$ cat src/ir_beacon_frame_transmitter_defines.svh
// Assertion macros shared by the IR beacon frame transmitter RTL.
`ifndef IR_BEACON_FRAME_TRANSMITTER_DEFINES_SVH
`define IR_BEACON_FRAME_TRANSMITTER_DEFINES_SVH

// Same-cycle implication, disabled while reset is held.
`define IBFT_ASSERT_IMP(label, clk, rst_n, ante, cons) \
    label: assert property (@(posedge clk) disable iff (!rst_n) (ante) |-> (cons)) \
        else $error("ibft: same-cycle check failed");

// Next-cycle implication, disabled while reset is held.
`define IBFT_ASSERT_NXT(label, clk, rst_n, ante, cons) \
    label: assert property (@(posedge clk) disable iff (!rst_n) (ante) |=> (cons)) \
        else $error("ibft: next-cycle check failed");

`endif

$ cat src/ibft_pkg.sv
// Package: constants and types of the IR beacon frame transmitter.
`default_nettype none
package ibft_pkg;

    localparam int SYMBOL_TICKS  = 15;
    localparam int FRAME_REPEATS = 3;

    localparam int TICK_W  = $clog2(SYMBOL_TICKS + 1);
    localparam int FRAME_W = $clog2(FRAME_REPEATS + 1);
    localparam int IDX_W   = 6;
    localparam int PAIR_W  = 2;
    localparam int NIB_W   = 4;
    localparam int CFG_IDX_W = 2;

    localparam logic [IDX_W-1:0]  FIRST_INDEX = IDX_W'(51);
    localparam logic [PAIR_W-1:0] PAIR_STARTS = PAIR_W'(3);

    // Register indexes of the configuration port.
    localparam logic [CFG_IDX_W-1:0] CFG_ROBOT_NUMBER = CFG_IDX_W'(0);
    localparam logic [CFG_IDX_W-1:0] CFG_ROBOT_SPEED  = CFG_IDX_W'(1);
    localparam logic [CFG_IDX_W-1:0] CFG_ROBOT_STATUS = CFG_IDX_W'(2);

    typedef struct packed {
        logic [NIB_W-1:0] number;
        logic [NIB_W-1:0] speed;
        logic [NIB_W-1:0] status;
    } t_fields;

    localparam t_fields FIELDS_RESET = '{number: 4'd0, speed: 4'd4, status: 4'd8};

    typedef struct packed {
        logic carrier_on;
        logic burst_active;
        logic frame_reloaded;
    } t_result;

endpackage
`default_nettype wire

$ cat src/ibft_cfg.sv
// Configuration registers: robot number, speed and status.
`default_nettype none
module ibft_cfg (
    input  wire logic                           i_clk,
    input  wire logic                           i_rst_n,
    input  wire logic                           i_cfg_wr_en,
    input  wire logic [ibft_pkg::CFG_IDX_W-1:0] i_cfg_addr,
    input  wire logic [ibft_pkg::NIB_W-1:0]     i_cfg_wr_data,
    output ibft_pkg::t_fields                   o_cfg
);
    import ibft_pkg::*;

    t_fields r_cfg;
    t_fields n_cfg;

    always_comb begin
        n_cfg = r_cfg;
        if (i_cfg_wr_en) begin
            unique case (i_cfg_addr)
                CFG_ROBOT_NUMBER: n_cfg.number = i_cfg_wr_data;
                CFG_ROBOT_SPEED:  n_cfg.speed  = i_cfg_wr_data;
                CFG_ROBOT_STATUS: n_cfg.status = i_cfg_wr_data;
                default:          n_cfg = r_cfg; // unused index: drop
            endcase
        end
    end

    always_ff @(posedge i_clk) begin
        if (!i_rst_n) begin
            r_cfg <= FIELDS_RESET;
        end else begin
            r_cfg <= n_cfg;
        end
    end

    assign o_cfg = r_cfg;

endmodule
`default_nettype wire

$ cat src/ibft_seq.sv
// Frame sequencer: tick, symbol, pair and frame counters plus symbol lookup.
`default_nettype none
`include "ir_beacon_frame_transmitter_defines.svh"
module ibft_seq (
    input  wire logic              i_clk,
    input  wire logic              i_rst_n,
    input  wire logic              i_advance,
    input  wire ibft_pkg::t_fields i_cfg,
    output ibft_pkg::t_result      o_result
);
    import ibft_pkg::*;

    logic [TICK_W-1:0]  r_tick_count,  n_tick_count;
    logic [IDX_W-1:0]   r_symbol_index, n_symbol_index;
    logic [PAIR_W-1:0]  r_pair_count,  n_pair_count;
    logic [FRAME_W-1:0] r_frame_count, n_frame_count;
    logic               r_active,      n_active;
    logic               r_symbol,      n_symbol;
    t_fields            r_fields,      n_fields;
    logic               n_reloaded;
    logic               at_frame_start;

    // Symbol value at a given index; index FIRST_INDEX opens the frame, 0 closes it.
    function automatic logic symbol_at(input logic [IDX_W-1:0] idx, input t_fields f);
        logic [NIB_W-1:0] chk;
        logic [15:0]      word;
        logic [IDX_W-1:0] k;
        logic [11:0]      prod;
        logic [4:0]       grp;
        logic [IDX_W-1:0] pos;
        logic             res;
        chk  = 4'd0 - f.number - f.speed - f.status;
        word = {f.number, f.speed, f.status, chk};
        k    = idx - IDX_W'(2);
        // k / 3 as a reciprocal multiply, exact for k below 64
        prod = 12'(k) * 12'd43;
        grp  = prod[11:7];
        pos  = k - IDX_W'({grp, 1'b0}) - IDX_W'(grp);
        priority if (idx >= FIRST_INDEX)               res = 1'b1;
        else if (idx == FIRST_INDEX - IDX_W'(1))       res = 1'b0;
        else if (idx == IDX_W'(1))                     res = 1'b1;
        else if (idx == IDX_W'(0))                     res = 1'b0;
        else if (pos == IDX_W'(2))                     res = 1'b1;
        else if (pos == IDX_W'(0))                     res = 1'b0;
        else                                           res = word[grp[3:0]];
        return res;
    endfunction

    always_comb begin
        logic [TICK_W-1:0] tick_dec;
        n_tick_count   = r_tick_count;
        n_symbol_index = r_symbol_index;
        n_pair_count   = r_pair_count;
        n_frame_count  = r_frame_count;
        n_active       = r_active;
        n_symbol       = r_symbol;
        n_fields       = r_fields;
        n_reloaded     = 1'b0;
        tick_dec       = (r_tick_count != '0) ? r_tick_count - TICK_W'(1) : r_tick_count;
        if (i_advance) begin
            n_tick_count = tick_dec;
            if (tick_dec == '0) begin
                if (r_symbol_index != '0) begin
                    n_symbol_index = r_symbol_index - IDX_W'(1);
                end else begin
                    // trailing pair: resend 1,0
                    n_symbol_index = IDX_W'(1);
                    n_pair_count   = r_pair_count + PAIR_W'(1);
                end
                if (n_pair_count == PAIR_STARTS) begin
                    n_symbol_index = FIRST_INDEX;
                    n_pair_count   = '0;
                    if (r_active) begin
                        n_frame_count = r_frame_count + FRAME_W'(1);
                    end else if (r_frame_count != '0) begin
                        n_frame_count = r_frame_count - FRAME_W'(1);
                    end
                    if (n_frame_count == FRAME_W'(FRAME_REPEATS)) n_active = 1'b0;
                    if (n_frame_count == '0) begin
                        n_fields   = i_cfg;
                        n_active   = 1'b1;
                        n_reloaded = 1'b1;
                    end
                end
                n_symbol     = symbol_at(n_symbol_index, n_fields);
                n_tick_count = TICK_W'(SYMBOL_TICKS);
            end
        end
    end

    always_ff @(posedge i_clk) begin
        if (!i_rst_n) begin
            r_tick_count   <= TICK_W'(SYMBOL_TICKS);
            r_symbol_index <= FIRST_INDEX;
            r_pair_count   <= '0;
            r_frame_count  <= '0;
            r_active       <= 1'b1;
            r_symbol       <= 1'b1;
            r_fields       <= FIELDS_RESET;
        end else begin
            r_tick_count   <= n_tick_count;
            r_symbol_index <= n_symbol_index;
            r_pair_count   <= n_pair_count;
            r_frame_count  <= n_frame_count;
            r_active       <= n_active;
            r_symbol       <= n_symbol;
            r_fields       <= n_fields;
        end
    end

    assign o_result.carrier_on     = r_symbol & r_active;
    assign o_result.burst_active   = r_active;
    assign o_result.frame_reloaded = n_reloaded;

    assign at_frame_start = r_active && (r_frame_count == '0) && (r_symbol_index == FIRST_INDEX);

    `IBFT_ASSERT_IMP(a_tick_nonzero, i_clk, i_rst_n, 1'b1, r_tick_count != '0)
    `IBFT_ASSERT_IMP(a_pair_below_limit, i_clk, i_rst_n, 1'b1, r_pair_count < PAIR_STARTS)
    `IBFT_ASSERT_NXT(a_reload_starts_burst, i_clk, i_rst_n, n_reloaded, at_frame_start)

endmodule
`default_nettype wire

$ cat src/ibft_out_buf.sv
// Result register with skid entry between the sequencer and the output channel.
`default_nettype none
`include "ir_beacon_frame_transmitter_defines.svh"
module ibft_out_buf (
    input  wire logic              i_clk,
    input  wire logic              i_rst_n,
    input  wire logic              i_push,
    input  wire ibft_pkg::t_result i_data,
    output logic                   o_full,
    output logic                   o_valid,
    input  wire logic              i_stall,
    output ibft_pkg::t_result      o_data
);
    import ibft_pkg::*;

    logic    r_out_valid,  n_out_valid;
    logic    r_skid_valid, n_skid_valid;
    t_result r_out,        n_out;
    t_result r_skid,       n_skid;
    logic    take;

    assign take = r_out_valid & ~i_stall;

    always_comb begin
        n_out_valid  = r_out_valid;
        n_skid_valid = r_skid_valid;
        n_out        = r_out;
        n_skid       = r_skid;
        if (r_skid_valid) begin
            // no push while the skid entry is occupied
            if (take) begin
                n_out        = r_skid;
                n_skid_valid = 1'b0;
            end
        end else if (!r_out_valid || take) begin
            n_out_valid = i_push;
            if (i_push) n_out = i_data;
        end else if (i_push) begin
            n_skid       = i_data;
            n_skid_valid = 1'b1;
        end
    end

    always_ff @(posedge i_clk) begin
        if (!i_rst_n) begin
            r_out_valid  <= 1'b0;
            r_skid_valid <= 1'b0;
        end else begin
            r_out_valid  <= n_out_valid;
            r_skid_valid <= n_skid_valid;
        end
        r_out  <= n_out;
        r_skid <= n_skid;
    end

    assign o_full  = r_skid_valid;
    assign o_valid = r_out_valid;
    assign o_data  = r_out;

    `IBFT_ASSERT_IMP(a_skid_behind_out, i_clk, i_rst_n, r_skid_valid, r_out_valid)
    `IBFT_ASSERT_NXT(a_skid_holds, i_clk, i_rst_n, r_skid_valid && i_stall, r_skid_valid && $stable(r_skid))
    `IBFT_ASSERT_NXT(a_push_lands, i_clk, i_rst_n, i_push && !r_skid_valid, r_out_valid)

endmodule
`default_nettype wire

$ cat src/ir_beacon_frame_transmitter.sv
// Top level of the IR beacon frame transmitter.
//
//  Channel   Direction  Handshake                    Payload
//  ------    ---------  ---------------------------  --------------------------------
//  in        sink       i_in_valid / o_in_stall      i_tick_enable
//  out       source     o_out_valid / i_out_stall    o_carrier_on, o_burst_active,
//                                                    o_frame_reloaded
//  cfg       sink       i_cfg_wr_en                  i_cfg_addr, i_cfg_wr_data
//
// One transaction is taken every clock cycle unless the input stalls; its result
// lands in the result register, or in the skid entry behind a stalled output.
// The path from the sequencer state into that register is combinational.
// Reset is synchronous and active low; state comes up ready for the first frame.
// A stalled output keeps its result; a skid entry absorbs one more transaction,
// and the input stalls only while that entry is occupied.
`default_nettype none
module ir_beacon_frame_transmitter (
    input  wire logic                           i_clk,
    input  wire logic                           i_rst_n,
    // input channel
    input  wire logic                           i_in_valid,
    output logic                                o_in_stall,
    input  wire logic                           i_tick_enable,
    // output channel
    output logic                                o_out_valid,
    input  wire logic                           i_out_stall,
    output logic                                o_carrier_on,
    output logic                                o_burst_active,
    output logic                                o_frame_reloaded,
    // configuration port
    input  wire logic                           i_cfg_wr_en,
    input  wire logic [ibft_pkg::CFG_IDX_W-1:0] i_cfg_addr,
    input  wire logic [ibft_pkg::NIB_W-1:0]     i_cfg_wr_data
);
    import ibft_pkg::*;

    t_fields cfg;
    t_result seq_result;
    t_result out_data;
    logic    buf_full;
    logic    in_accept;

    // accept a transaction whenever the skid entry is free
    assign o_in_stall = buf_full;
    assign in_accept  = i_in_valid & ~buf_full;

    // register file; values are only picked up at the next relatch
    ibft_cfg u_cfg (
        .i_clk         (i_clk),
        .i_rst_n       (i_rst_n),
        .i_cfg_wr_en   (i_cfg_wr_en),
        .i_cfg_addr    (i_cfg_addr),
        .i_cfg_wr_data (i_cfg_wr_data),
        .o_cfg         (cfg)
    );

    // advance the counters only on an accepted transaction with the tick set
    ibft_seq u_seq (
        .i_clk     (i_clk),
        .i_rst_n   (i_rst_n),
        .i_advance (in_accept & i_tick_enable),
        .i_cfg     (cfg),
        .o_result  (seq_result)
    );

    // every accepted transaction yields exactly one result
    ibft_out_buf u_out_buf (
        .i_clk   (i_clk),
        .i_rst_n (i_rst_n),
        .i_push  (in_accept),
        .i_data  (seq_result),
        .o_full  (buf_full),
        .o_valid (o_out_valid),
        .i_stall (i_out_stall),
        .o_data  (out_data)
    );

    assign o_carrier_on     = out_data.carrier_on;
    assign o_burst_active   = out_data.burst_active;
    assign o_frame_reloaded = out_data.frame_reloaded;

endmodule
`default_nettype wire

$ cat config.mk
export PLATFORM = sky130hd
export DESIGN_NAME = ir_beacon_frame_transmitter
export DESIGN_NICKNAME = d
export VERILOG_FILES = /design/src/ibft_pkg.sv /design/src/ibft_cfg.sv /design/src/ibft_seq.sv /design/src/ibft_out_buf.sv /design/src/ir_beacon_frame_transmitter.sv
export VERILOG_INCLUDE_DIRS = /design/src /design/src/src
export SDC_FILE = /design/constraint.sdc
export NUM_CORES = 1
export LEC_CHECK = 0
export ABC_AREA = 1
export BUFFER_PORTS_ARGS = -buffer_cell sky130_fd_sc_hd__buf_2
export CAP_MARGIN = 30
export CORE_MARGIN = 2
export CORE_UTILIZATION = 55
export DETAILED_ROUTE_END_ITERATION = 7
export PLACE_DENSITY = 0.72
export SYNTH_ARGS = -nofsm -noshare
export SYNTH_HDL_FRONTEND = slang
export SYNTH_SLANG_ARGS = --single-unit
$ cat constraint.sdc
create_clock -name i_clk -period 6.91 [get_ports i_clk]
set_clock_uncertainty 0.15 [all_clocks]
set_input_delay 0.691 -clock i_clk [delete_from_list [all_inputs] [get_ports i_clk]]
set_output_delay 0.691 -clock i_clk [all_outputs]
set_load 0.1 [all_outputs]
==> metrics.csv <==
stage,metric,value,unit
worst_setup_path,worstPathRequired,7.01,ns
placement,io_buffers,16,
worst_setup_path,critPathMaxFanout,7,
clock_tree,cts_tree,done,
global_routing,grt_pass1_vias,3209,
global_routing,antenna_found_initial,0,
yosys,yosys_warnings,0,
worst_setup_path,start_kind,flip-flop,
clock_tree,clk_latency,0.30,ns
drt,drc,0,
power_and_ir_drop,swShare,27.7,%
yosys,synth_cells,540,
cells_and_area,area_delta_synth_final,10.2,%
die,ios,17,
power_and_ir_drop,p_int,0.400,mW
die,row_count,30,
timing,fmax,0.154,GHz
drt,via_count,3406,
cells_and_area,multi_input_comb_area,2350,µm²
power_and_ir_drop,power.density,133,nW/µm²
die,die_w,86.7,µm
hold_path,min_path_type,reg -> reg,
global_routing,grt_start_max_net_pins,25,
yosys,yosysUniqueCellTypes,39,
drt,firstDrtPassIters,4,
yosys,async_flop_share,0,%
worst_setup_path,critPathArrivalTime,6.57,ns
yosys,synth_area,3760,µm²
timing,min_period,6.47,ns
timing,slew_headroom,45.3,%
worst_setup_path,startpoint,u_seq.r_symbol_index[0],
clock_tree,cts_hold_buf,0,
worst_setup_path,crit_buf_inv,7,
placement,place_congestion,0.864,
global_routing,grt_pass1_wl,13700,µm
drt,drt_iter0_drc,175,
die,die_h,86.7,µm
yosys,yosysSeqAreaShare,27.1,%
yosys,syn_area_per_cell,6.97,µm²
flow_run,maxCapViolCount,0,
cells_and_area,diodes,0,
power_and_ir_drop,leakagePower,2.11,nW
worst_setup_path,slowest_stage,fa_1,
drt,vias_per_cell,5.26,
power_and_ir_drop,p_sw,0.153,mW
power_and_ir_drop,pwr-share-comb,14.8,%
clock_tree,clockBufferDepth,2,
cells_and_area,ff_latch_area,1020,µm²
clock_tree,cts.sinks,48,
timing,hold_violations,0,
clock_tree,clk_pin_slew,0.09,ns
outcome,status,finished clean,
placement,hpwl,6260,µm
clock_tree,cts-root-buf,clkbuf_8,
timing,hold_ws,0.327,ns
worst_setup_path,rrSetupSlack,0.44,ns
worst_setup_path,endpoint_kind,flip-flop,
timing,max_slew.worst_pin.slew,0.817,ns
cells_and_area,drive_gt1_share,10.4,%
power_and_ir_drop,pwr-share-clk,32.3,%
drt,antenna_left,0,
timing,setup_violations,0,
yosys,synth-main-ff-cell,dfxtp_1,
cells_and_area,nFillCells,629,
timing,final_max_slew_viol_count,0,
drt,wl_per_cell,12.2,µm
die,design.core.area,6720,µm²
die,start_util,56.0,%
worst_setup_path,rr_startpoint,u_seq.r_symbol_index[0],
yosys,synth_edf_count,6,
worst_setup_path,crit_top_cell,nor2_1,
cells_and_area,num-nets-final,630,
power_and_ir_drop,p_seq_share,53.0,%
drt,wirelength,7930,µm
power_and_ir_drop,vdd_drop_max,0.111,mV
worst_setup_path,cpPeakStageDelay,0.52,ns
clock_tree,numCtsBuffers,5,
yosys,synth.ff_latch_count,48,
worst_setup_path,critical-path-top-delay-family,adder cells,
yosys,synth_nets,603,
timing,finalCritPeriodShare,93.7,%
hold_path,worstHoldStart,u_seq.r_fields[0],
global_routing,gr-total-overflow,0,
global_routing,grt.total_usage,22.2,%
die,die_area,7520,µm²
timing,setup_tns,0,ns
worst_setup_path,criticalPathCategory,reg -> reg,
clock_tree,htree_num_levels,2,
## flip-flops by register name, summed over array words and instances (netlist names)
register	count
u_seq.r_pair_count	2
u_seq.r_frame_count	2
u_out_buf.o_valid	1
u_out_buf.r_skid	3
u_seq.r_tick_count	4
u_out_buf.o_data	3
u_seq.r_fields	12
u_cfg.o_cfg	12
u_seq.r_symbol	1
u_out_buf.o_full	1
u_seq.r_symbol_index	6
u_seq.r_active	1
## metrics by stage
step                power (mW)  worst slack (ns)  area, µm²  cells  utilization, %
CTS                      0.555            0.0295       4050    643            60.3
floorplan                0.361             0.689       3760    540               -
finish                   0.553             0.437       4150    648            61.8
global route             0.576           -0.0104       4150    648            61.8
global placement         0.376             0.318       3960    635            58.9
detailed placement       0.379            0.0759       3960    635            58.9
## logic make-up after synthesis
group | synth area share (%)
adders and majority gates | 18.6
buffers and inverters | 12.1
xor gates and xnor gates | 3.69
DFF | 27.1
AOI/OAI and AO/OA | 14.1
and+or+nand+nor | 24.5
## power by group through the flow
stage	Sequential [mW]	Combinational, mW	Clock (mW)
4_1_cts	0.293	0.0800	0.182
5_1_grt	0.294	0.0925	0.190
3_5_place_dp	0.299	0.0795	0
3_3_place_gp	0.299	0.0771	0
6_report	0.293	0.0818	0.178
2_1_floorplan	0.308	0.0529	0
## worst min-delay path, delay by kind of cell (launching register included)
family / cells / cell delay [ns]
buf+inv: 1 / 0.06
compound gates: 1 / 0.07
flops: 1 / 0.31
## cells in the final DEF (no fill, tap or decap), types with 3 or more instances in the layout
master,n
a21oi_1,16
a22oi_1,6
buf_2,16
buf_4,10
clkbuf_8,6
dfxtp_1,42
edfxtp_1,6
fa_1,8
ha_1,41
inv_1,110
inv_2,3
nand2_1,115
nand2_2,3
nand3_1,23
nand4_1,5
nor2_1,45
nor2_2,3
nor3_1,6
o211ai_1,6
o21ai_0,43
o21ai_1,4
o22ai_1,9
or2_2,4
xnor2_1,4
xor2_1,7
## worst paths after layout
| check | endpoint | cells past startpoint |
|---|---|---|
| worst min register to register | u_seq.r_fields[0] | 2 |
| worst max register to register | u_seq.r_symbol | 37 |
| worst min-delay path | u_seq.r_fields[0] | 2 |
| worst max-delay path | u_seq.r_symbol | 37 |
## metal layers
layer	global-route usage (%)	vias to the layer above	routed length (µm)
li1	-	1780	-
met1	28.2	1569	3690
met2	39.7	45	3930
met3	2.57	12	171
met4	6.53	0	134
met5	0	-	0
## what timing repair did
| action | in CTS | in global routing |
|---|---|---|
| endpoints found under the setup margin | 0 | 1 |
| resized for setup | 0 | 15 |
| buffers inserted | 0 | 5 |
## synth_stat cells, types with 2 or more instances
cell | instances | area (µm²)
nand2_1 | 115 | 432
inv_1 | 112 | 420
o21ai_0 | 46 | 230
nor2_1 | 45 | 169
ha_1 | 43 | 538
dfxtp_1 | 42 | 841
nand3_1 | 23 | 115
a21oi_1 | 17 | 85.1
xor2_1 | 10 | 87.6
o22ai_1 | 9 | 56.3
fa_1 | 8 | 160
a22oi_1 | 6 | 45.0
edfxtp_1 | 6 | 180
nor3_1 | 6 | 30.0
o211ai_1 | 6 | 45.0
nand4_1 | 5 | 31.3
or2_2 | 4 | 25.0
xnor2_1 | 4 | 35.0
buf_2 | 3 | 15.0
clkbuf_1 | 3 | 11.3
nand2_2 | 3 | 18.8
nor2_2 | 3 | 18.8
o21ai_1 | 3 | 15.0
nand3b_1 | 2 | 15.0
o21bai_1 | 2 | 15.0
## layout make-up
| type | count | share of cell area (%) |
|---|---|---|
| clock inverter | 1 | 0.211 |
| clock buffer | 7 | 2.08 |
| sequential | 48 | 24.6 |
| inverter | 114 | 10.3 |
| timing repair buffer | 26 | 3.74 |
| multi-input combinational | 372 | 56.6 |
| tap | 80 | 2.41 |
Note: power is estimated with default switching activity, not from simulation.
